===== src/hw/rtl/grh_pkg.sv =====
// grh_pkg: shared types, widths and the gamma code table for gamma_rgb_to_hsl
// no dependencies
`timescale 1ns / 1ps
`default_nettype none
package grh_pkg;

  localparam int CURVE_FRAC_BITS = 12;
  localparam int CODE_W = CURVE_FRAC_BITS;
  localparam int CURVE_MAX = (1 << CURVE_FRAC_BITS) - 1;
  localparam int NUM_W = CURVE_FRAC_BITS + 16;
  localparam int DEN_W = CURVE_FRAC_BITS + 1;
  localparam int POS_W = CURVE_FRAC_BITS + 3;
  localparam int QUO_W = 14;
  localparam int HUE_FULL = 5760;
  localparam int HUE_SCALE2 = 1920;
  localparam int SAT_SCALE2 = 25600;
  localparam int LIGHT_SCALE2 = 12800;

  // lightness divides by the fixed 2S, done as a multiply by a rounded-up reciprocal;
  // the shift leaves an error below 1/(2S) over the whole numerator range, so it is exact
  localparam int LIGHT_SHIFT = NUM_W + DEN_W;
  localparam longint LIGHT_RECIP = ((longint'(1) << LIGHT_SHIFT) + longint'(2 * CURVE_MAX) - 1)
                                   / longint'(2 * CURVE_MAX);
  localparam int PROD_W = 2 * NUM_W + 1;

  typedef struct packed {
    logic [7:0] red_in;
    logic [7:0] green_in;
    logic [7:0] blue_in;
  } pix_t;

  typedef struct packed {
    logic [12:0] hue_out;
    logic [13:0] saturation_out;
    logic [13:0] lightness_out;
  } hsl_t;

  // rounded quotients are round(n / d) taken as floor((2n + d) / 2d)
  typedef struct packed {
    logic [NUM_W-1:0] h_num;
    logic [DEN_W-1:0] h_den;
    logic [NUM_W-1:0] s_num;
    logic [DEN_W-1:0] s_den;
    logic [NUM_W-1:0] l_num;
  } div_req_t;

  typedef logic [CODE_W-1:0] lut_t [256];

  function automatic lut_t build_lut();
    lut_t t;
    real x;
    real y;
    for (int i = 0; i < 256; i++) begin
      if (i == 0) begin
        t[i] = '0;
      end else begin
        x = real'(i) / 255.0;
        y = 1.055 * (x ** (1.0 / 2.4)) - 0.055;
        t[i] = CODE_W'($rtoi(y * real'(CURVE_MAX) + 0.5));
      end
    end
    return t;
  endfunction

  localparam lut_t GAMMA_LUT = build_lut();

endpackage
`default_nettype wire


===== src/hw/rtl/gamma_rgb_to_hsl.sv =====
// gamma_rgb_to_hsl: sRGB gamma-encoded RGB pixel to fixed-point HSL
// path from input accept to result valid: front register, two-word queue, divider stages, output register
// throughput one pixel per cycle while the output is taken; hue and saturation dividers are pipelined one bit per stage
// a two-word queue separates operand set-up from the divider pipeline
// synchronous active-low reset empties all stages; no memory clearing
// depends on grh_pkg, grh_front, grh_fifo, grh_back
`timescale 1ns / 1ps
`default_nettype none
module gamma_rgb_to_hsl (
  input  wire            clk,
  input  wire            rst_n,
  input  wire            in_valid,
  output logic           in_ready,
  input  grh_pkg::pix_t  in_data,
  output logic           out_valid,
  input  wire            out_ready,
  output grh_pkg::hsl_t  out_data
);
  import grh_pkg::*;

  logic     f_valid, f_ready, q_valid, q_ready;
  div_req_t f_data, q_data;

  grh_front u_front (
    .clk(clk), .rst_n(rst_n), .in_valid(in_valid), .in_ready(in_ready),
    .in_data(in_data), .req_valid(f_valid), .req_ready(f_ready), .req_data(f_data)
  );

  grh_fifo u_fifo (
    .clk(clk), .rst_n(rst_n), .push_valid(f_valid), .push_ready(f_ready),
    .push_data(f_data), .pop_valid(q_valid), .pop_ready(q_ready), .pop_data(q_data)
  );

  grh_back u_back (
    .clk(clk), .rst_n(rst_n), .req_valid(q_valid), .req_ready(q_ready),
    .req_data(q_data), .out_valid(out_valid), .out_ready(out_ready),
    .out_data(out_data)
  );
endmodule
`default_nettype wire


===== src/hw/rtl/grh_front.sv =====
// grh_front: gamma lookup, max/min and division operand set-up, one register stage
// depends on grh_pkg
`timescale 1ns / 1ps
`default_nettype none
module grh_front (
  input  wire               clk,
  input  wire               rst_n,
  input  wire               in_valid,
  output logic              in_ready,
  input  grh_pkg::pix_t     in_data,
  output logic              req_valid,
  input  wire               req_ready,
  output grh_pkg::div_req_t req_data
);
  import grh_pkg::*;

  logic [CODE_W-1:0] r, g, b, hi, lo, spread, den_s;
  logic [DEN_W-1:0]  sum;
  logic [POS_W-1:0]  pos, sp_w;
  logic              red_max, green_max;
  div_req_t          req_nxt, req_r;
  logic              vld_r;

  always_comb begin
    r = GAMMA_LUT[in_data.red_in];
    g = GAMMA_LUT[in_data.green_in];
    b = GAMMA_LUT[in_data.blue_in];
    red_max = (r >= g) && (r >= b);
    green_max = !red_max && (g >= b);
    hi = red_max ? r : (green_max ? g : b);
    lo = (r <= g && r <= b) ? r : ((g <= b) ? g : b);
    spread = hi - lo;
    sum = DEN_W'(hi) + DEN_W'(lo);
    sp_w = POS_W'(spread);
    // hue position, one spread per sixth of the hue circle
    if (red_max) begin
      pos = (g >= b) ? POS_W'(g - b) : (POS_W'(6) * sp_w - POS_W'(b - g));
    end else if (green_max) begin
      pos = POS_W'(2) * sp_w + POS_W'(b) - POS_W'(r);
    end else begin
      pos = POS_W'(4) * sp_w + POS_W'(r) - POS_W'(g);
    end
    den_s = (sum <= DEN_W'(CURVE_MAX)) ? sum[CODE_W-1:0]
                                       : CODE_W'(DEN_W'(2 * CURVE_MAX) - sum);
    req_nxt.l_num = NUM_W'(LIGHT_SCALE2) * NUM_W'(sum) + NUM_W'(CURVE_MAX);
    if (spread == '0) begin
      // grey pixel: hue and saturation come out as zero
      req_nxt.h_num = '0;
      req_nxt.h_den = DEN_W'(1);
      req_nxt.s_num = '0;
      req_nxt.s_den = DEN_W'(1);
    end else begin
      req_nxt.h_num = NUM_W'(HUE_SCALE2) * NUM_W'(pos) + NUM_W'(spread);
      req_nxt.h_den = {spread, 1'b0};
      req_nxt.s_num = NUM_W'(SAT_SCALE2) * NUM_W'(spread) + NUM_W'(den_s);
      req_nxt.s_den = {den_s, 1'b0};
    end
  end

  assign in_ready = !vld_r || req_ready;
  assign req_valid = vld_r;
  assign req_data = req_r;

  always_ff @(posedge clk) begin
    if (!rst_n) begin
      vld_r <= 1'b0;
    end else if (in_ready) begin
      vld_r <= in_valid;
    end
  end

  always_ff @(posedge clk) begin
    if (in_ready && in_valid) begin
      req_r <= req_nxt;
    end
  end
endmodule
`default_nettype wire


===== src/hw/rtl/grh_fifo.sv =====
// grh_fifo: two-word queue between front and back
// depends on grh_pkg
`timescale 1ns / 1ps
`default_nettype none
module grh_fifo (
  input  wire               clk,
  input  wire               rst_n,
  input  wire               push_valid,
  output logic              push_ready,
  input  grh_pkg::div_req_t push_data,
  output logic              pop_valid,
  input  wire               pop_ready,
  output grh_pkg::div_req_t pop_data
);
  import grh_pkg::*;

  div_req_t    mem_r [2];
  logic        wr_ptr_r, rd_ptr_r;
  logic [1:0]  cnt_r;
  logic        do_push, do_pop;

  assign push_ready = (cnt_r != 2'd2);
  assign pop_valid = (cnt_r != 2'd0);
  assign pop_data = mem_r[rd_ptr_r];
  assign do_push = push_valid && push_ready;
  assign do_pop = pop_valid && pop_ready;

  always_ff @(posedge clk) begin
    if (!rst_n) begin
      wr_ptr_r <= 1'b0;
      rd_ptr_r <= 1'b0;
      cnt_r <= 2'd0;
    end else begin
      if (do_push) wr_ptr_r <= !wr_ptr_r;
      if (do_pop) rd_ptr_r <= !rd_ptr_r;
      cnt_r <= cnt_r + 2'(do_push) - 2'(do_pop);
    end
  end

  always_ff @(posedge clk) begin
    if (do_push) begin
      mem_r[wr_ptr_r] <= push_data;
    end
  end
endmodule
`default_nettype wire


===== src/hw/rtl/grh_div.sv =====
// grh_div: pipelined restoring divider, one quotient bit per stage
// depends on grh_pkg
`timescale 1ns / 1ps
`default_nettype none
module grh_div (
  input  wire                       clk,
  input  wire                       en,
  input  wire [grh_pkg::NUM_W-1:0]  num_i,
  input  wire [grh_pkg::DEN_W-1:0]  den_i,
  output logic [grh_pkg::QUO_W-1:0] quo_o
);
  import grh_pkg::*;

  logic [NUM_W-1:0] rem_r [QUO_W];
  logic [DEN_W-1:0] den_r [QUO_W];
  logic [QUO_W-1:0] quo_r [QUO_W];

  for (genvar s = 0; s < QUO_W; s++) begin : g_stage
    localparam int BIT = QUO_W - 1 - s;
    logic [NUM_W-1:0] rem_in, trial;
    logic [DEN_W-1:0] den_in;
    logic [QUO_W-1:0] quo_in;
    logic             ge;

    if (s == 0) begin : g_first
      assign rem_in = num_i;
      assign den_in = den_i;
      assign quo_in = '0;
    end else begin : g_next
      assign rem_in = rem_r[s-1];
      assign den_in = den_r[s-1];
      assign quo_in = quo_r[s-1];
    end

    assign trial = NUM_W'(den_in) << BIT;
    assign ge = (rem_in >= trial);

    always_ff @(posedge clk) begin
      if (en) begin
        rem_r[s] <= ge ? (rem_in - trial) : rem_in;
        den_r[s] <= den_in;
        quo_r[s] <= quo_in | (QUO_W'(ge) << BIT);
      end
    end
  end

  assign quo_o = quo_r[QUO_W-1];
endmodule
`default_nettype wire


===== src/hw/rtl/grh_back.sv =====
// grh_back: hue and saturation divider pipelines, lightness by reciprocal multiply,
// hue wrap and the output register; depends on grh_pkg, grh_div
`timescale 1ns / 1ps
`default_nettype none
module grh_back (
  input  wire               clk,
  input  wire               rst_n,
  input  wire               req_valid,
  output logic              req_ready,
  input  grh_pkg::div_req_t req_data,
  output logic              out_valid,
  input  wire               out_ready,
  output grh_pkg::hsl_t     out_data
);
  import grh_pkg::*;

  logic [QUO_W-1:0]  vld_r;
  logic              adv;
  logic [QUO_W-1:0]  q_h, q_s, q_l, hue_w;
  logic [PROD_W-1:0] l_prod;
  logic [QUO_W-1:0]  l_dly_r [QUO_W];
  logic              out_vld_r;
  hsl_t              out_r;

  // whole pipe stalls together when the output word is not taken
  assign adv = !out_vld_r || out_ready;
  assign req_ready = adv;

  grh_div u_div_h (.clk(clk), .en(adv), .num_i(req_data.h_num), .den_i(req_data.h_den),
                   .quo_o(q_h));
  grh_div u_div_s (.clk(clk), .en(adv), .num_i(req_data.s_num), .den_i(req_data.s_den),
                   .quo_o(q_s));

  // lightness quotient in one step, then delayed to line up with the dividers
  assign l_prod = PROD_W'(req_data.l_num) * PROD_W'(LIGHT_RECIP);

  always_ff @(posedge clk) begin
    if (adv) begin
      l_dly_r[0] <= l_prod[LIGHT_SHIFT +: QUO_W];
      for (int s = 1; s < QUO_W; s++) begin
        l_dly_r[s] <= l_dly_r[s-1];
      end
    end
  end

  assign q_l = l_dly_r[QUO_W-1];

  assign hue_w = (q_h >= QUO_W'(HUE_FULL)) ? (q_h - QUO_W'(HUE_FULL)) : q_h;

  always_ff @(posedge clk) begin
    if (!rst_n) begin
      vld_r <= '0;
      out_vld_r <= 1'b0;
    end else if (adv) begin
      vld_r <= {vld_r[QUO_W-2:0], req_valid};
      out_vld_r <= vld_r[QUO_W-1];
    end
  end

  always_ff @(posedge clk) begin
    if (adv) begin
      out_r.hue_out <= hue_w[12:0];
      out_r.saturation_out <= q_s;
      out_r.lightness_out <= q_l;
    end
  end

  assign out_valid = out_vld_r;
  assign out_data = out_r;
endmodule
`default_nettype wire


===== config.mk =====
export PLATFORM = sky130hd
export DESIGN_NAME = gamma_rgb_to_hsl
export DESIGN_NICKNAME = d
export VERILOG_FILES = /design/src/hw/rtl/grh_pkg.sv /design/src/hw/rtl/gamma_rgb_to_hsl.sv /design/src/hw/rtl/grh_front.sv /design/src/hw/rtl/grh_fifo.sv /design/src/hw/rtl/grh_div.sv /design/src/hw/rtl/grh_back.sv
export SDC_FILE = /design/constraint.sdc
export NUM_CORES = 2
export LEC_CHECK = 0
export ABC_AREA = 1
export BUFFER_PORTS_ARGS = -buffer_cell sky130_fd_sc_hd__clkbuf_2
export CORE_MARGIN = 8
export CORE_UTILIZATION = 55
export CTS_CLUSTER_DIAMETER = 120
export CTS_CLUSTER_SIZE = 30
export DETAILED_ROUTE_END_ITERATION = 16
export GPL_TIMING_DRIVEN = 0
export PLACE_DENSITY = 0.83
export SLEW_MARGIN = 30
export SYNTH_ARGS = -nofsm -noshare
export SYNTH_HDL_FRONTEND = slang
export SYNTH_SLANG_ARGS = --single-unit
export TNS_END_PERCENT = 100

===== constraint.sdc =====
create_clock -name clk -period 66.9 [get_ports clk]
set_clock_uncertainty 0.2 [all_clocks]
set_input_delay 0 -clock clk [delete_from_list [all_inputs] [get_ports clk]]
set_output_delay 0 -clock clk [all_outputs]
set_load 0.01 [all_outputs]

==> impl_summary.log <==
[metrics] run status: completed
[metrics] leading post-synthesis cells by cell area: sky130_fd_sc_hd__edfxtp_1 47%, sky130_fd_sc_hd__ha_1 9.7%, sky130_fd_sc_hd__nand2_1 9.1%
[metrics] worst slack on hold paths: 0.110 ns
[metrics] Post-synth ARST share: 0%
[metrics] end-of-flow core utilization: between 50% and 60%
[metrics] nature of the critical path endpoint: register
[metrics] final hold viol count: 0
[metrics] post-synth top area share: about 47%
[metrics] Final Setup Violations: 0
[metrics] CP startpoint kind: input pin
[metrics] violation count after the first detailed-routing iteration: a little under 8000
[metrics] estimated wirelength of the detail-placed design: roughly 220000 um
[metrics] Crit Path Category: in2reg
[metrics] Post-CTS Setup Bufs: 0
[metrics] synthesized area: between 100000 and 150000 sq um
[metrics] number of antenna violations at the first check in global routing: 1
[metrics] library cell occupying the most area in the post-synthesis netlist: sky130_fd_sc_hd__edfxtp_1
[metrics] most used flip-flop cell after synthesis: sky130_fd_sc_hd__edfxtp_1
[metrics] number of storage elements in the synthesis netlist: approximately 1600
[metrics] total negative slack: 0 ns
[metrics] required time at the endpoint of the critical path: between 60 and 70 ns
[metrics] slew of the pin with the lowest slew margin: 1.03 ns
[metrics] number of detailed-routing iterations run before antenna repair: 7
[metrics] Cells after Synth: 11312
[metrics] leading post-synthesis cells by instance count: 2444 x sky130_fd_sc_hd__nand2_1, 1575 x sky130_fd_sc_hd__edfxtp_1, 1517 x sky130_fd_sc_hd__inv_1
[metrics] worst skew pair latency: 0.77 ns
[metrics] root buffer selected by CTS: sky130_fd_sc_hd__clkbuf_16
[metrics] first-pass GRT wire length: 433000 um
[metrics] ratio of routed vias to standard cells: 5.79
[metrics] path type of the worst min-delay path: in2reg
[metrics] Routed Wire Length: 281000 um
[metrics] Highest Clock Rate: about 0.072 GHz
[metrics] largest buffer count on any clock path: 3
[metrics] Ys Warns: 0
[metrics] pin count of the biggest net entering global routing: 54
[metrics] min cycle time layout: about 14 ns
[metrics] input/output buffers: 66
[metrics] TritonCTS clock tree: done
[metrics] remaining antenna violation count after routing: 0
[metrics] clock transition time at the flip-flop clock pins of the worst setup and hold paths: 0.11 ns
[metrics] slowest library cell on the worst path: sky130_fd_sc_hd__o21ai_0
[metrics] relative area change from synthesis to final layout: 6.34%
[metrics] total die area: between 150000 and 200000 sq um
[metrics] RSZ-0062 raised after global routing: no
[metrics] GP Congestion: a little under 1
[metrics] average cell area after synthesis: about 9 sq um
[metrics] register area share after synthesis: between 40% and 50%
[metrics] CTS Buf Count: 60
[metrics] Chip Width: around 440 um
[metrics] worst endpoint data arrival time: around 14 ns
[metrics] final slew viol count: 0
[metrics] total global routing overflow: 0
[metrics] maximum level of the CTS H-tree: 2
[metrics] count of max-cap constraint violations: 0
[metrics] CTS sink count: ~1600
[metrics] vertical die dimension: 445 um
[metrics] tightest slew margin relative to the limit: 31.1%
[metrics] average wire per cell in the routed design: 20.1 um
[metrics] post_cts resized: 0
[metrics] count of different cell masters after synthesis: 65
[metrics] syn_nets: 12228
[metrics] CP peak stage delay: 0.83 ns
[metrics] most repeated cell in the gate-level netlist after synthesis: sky130_fd_sc_hd__nand2_1
[metrics] area of the placeable core: 183000 sq um
[metrics] detailed-route via count: a little over 80000
[metrics] ports placed on the boundary: 71
[metrics] critical path fanouts, max: 10
[metrics] initial standard-cell utilization of the core: 55.3%
[metrics] cell seen most often among critical-path stages: sky130_fd_sc_hd__nand2_1
[metrics] Total GRT Usage: a little over a quarter
[metrics] proportion of layout cells with a drive suffix above 1: between 3 and 4%
[metrics] number of enable flip-flop cells after synthesis: 1575
[metrics] final clock period utilization by the worst path: 20.6%
[metrics] via count of the first global-routing pass: 77756
[metrics] CTS Hold Bufs: 5
[metrics] DRC violations left: 0
[metrics] row count: between 150 and 200
[metrics] Final nets: around 12000
==> worst max-delay path, delay by kind of cell <==
| kind | cells | cell delay [ns] |
|---|---|---|
| and+or+nand+nor | 23 | 3.85 |
| adders and majority gates | 8 | 3.37 |
| buffers and inverters | 11 | 2.78 |
| AOI/OAI and AO/OA | 12 | 2.54 |
| xor gates and xnor gates | 4 | 1.50 |
==> logic make-up (layout without fill, tap and decap cells) <==
| kind of cell | count (synthesis) | in the layout | share of synthesized area [%] |
|---|---|---|---|
| other | 0 | 3 | 0 |
| AND/OR/NAND/NOR | 4569 | 4569 | 19.0 |
| adder cells (fa/ha/maj) | 888 | 888 | 11.8 |
| XOR/XNOR | 523 | 523 | 4.53 |
| flip-flops | 1596 | 1596 | 47.2 |
| multiplexers | 4 | 4 | 0.0396 |
| buffers and inverters | 1735 | 1937 | 6.61 |
| AO/OA/AOI/OAI | 1997 | 1997 | 10.9 |
==> worst paths after layout <==
kind,startpoint,to,slack [ns],cells past startpoint
hold reg to reg,u_back.l_dly_r[5][0],u_back.l_dly_r[6][0],0.15,0
setup reg to reg,register,u_back.l_dly_r[0][13],60.58,22
setup / recovery,in_data[0],u_front.req_data[102],53.10,58
hold / removal,rst_n,u_back.vld_r[13],0.11,4
==> sequential cells by signal, indices dropped and copies added, names as in the netlist, named ones only <==
| signal | flops |
|---|---|
| u_back.u_div_s.rem_r | 344 |
| u_back.u_div_h.rem_r | 320 |
| u_back.l_dly_r | 196 |
| u_fifo.mem_r | 162 |
| u_back.u_div_h.den_r | 140 |
| u_back.u_div_h.quo_r | 105 |
| u_back.u_div_s.quo_r | 105 |
| u_back.u_div_s.den_r | 81 |
| u_front.req_data | 81 |
| u_back.out_data | 41 |
| u_back.vld_r | 14 |
| u_fifo.cnt_r | 2 |
| u_back.out_valid | 1 |
| u_fifo.rd_ptr_r | 1 |
| u_fifo.wr_ptr_r | 1 |
| u_front.req_valid | 1 |
==> metal layers <==
| layer | track usage, % | routed length [um] | up-vias |
|---|---|---|---|
| met5 | 0 | 0 | - |
| met4 | 11.3 | 13500 | 0 |
| met3 | 2.41 | 15700 | 708 |
| met2 | 47.2 | 135000 | 3208 |
| met1 | 35.3 | 117000 | 38202 |
| li1 | - | - | 38780 |
==> final cells by class <==
| cell class | count | area [sq um] |
|---|---|---|
| buffer | 195 | 900 |
| clock inverter | 5 | 109 |
| timing repair buffer | 128 | 1620 |
| inverter | 1540 | 5780 |
| fill | 15772 | 75400 |
| tap | 2464 | 3080 |
| clock buffer | 69 | 1560 |
| multi-input combinational | 7981 | 46700 |
| sequential | 1596 | 47700 |
| antenna | 3 | 7.51 |
==> placed cells by master (no fill, tap or decap), drive strengths merged, types with 157 or more instances in the layout <==
cell type,count
nand3,565
inv,1535
xor2,289
o21ai,865
buf,160
a21oi,735
nand2,2458
edfxtp,1575
nand4,157
clkbuf,227
xnor2,234
ha,781
nor3,163
nor2,1011
==> through the flow <==
step	cells	area, sq um	setup slack (ns)
2_1_floorplan	11312	101000	28.03
3_3_place_gp	13842	104000	17.62
3_5_place_dp	13899	106000	52.79
4_1_cts	13978	107000	53.52
5_1_grt	13978	107000	52.36
6_report	13981	107000	53.10
Power is not shown: default switching activity piles up to over one toggle a cycle in this logic, so the estimate is an artifact.
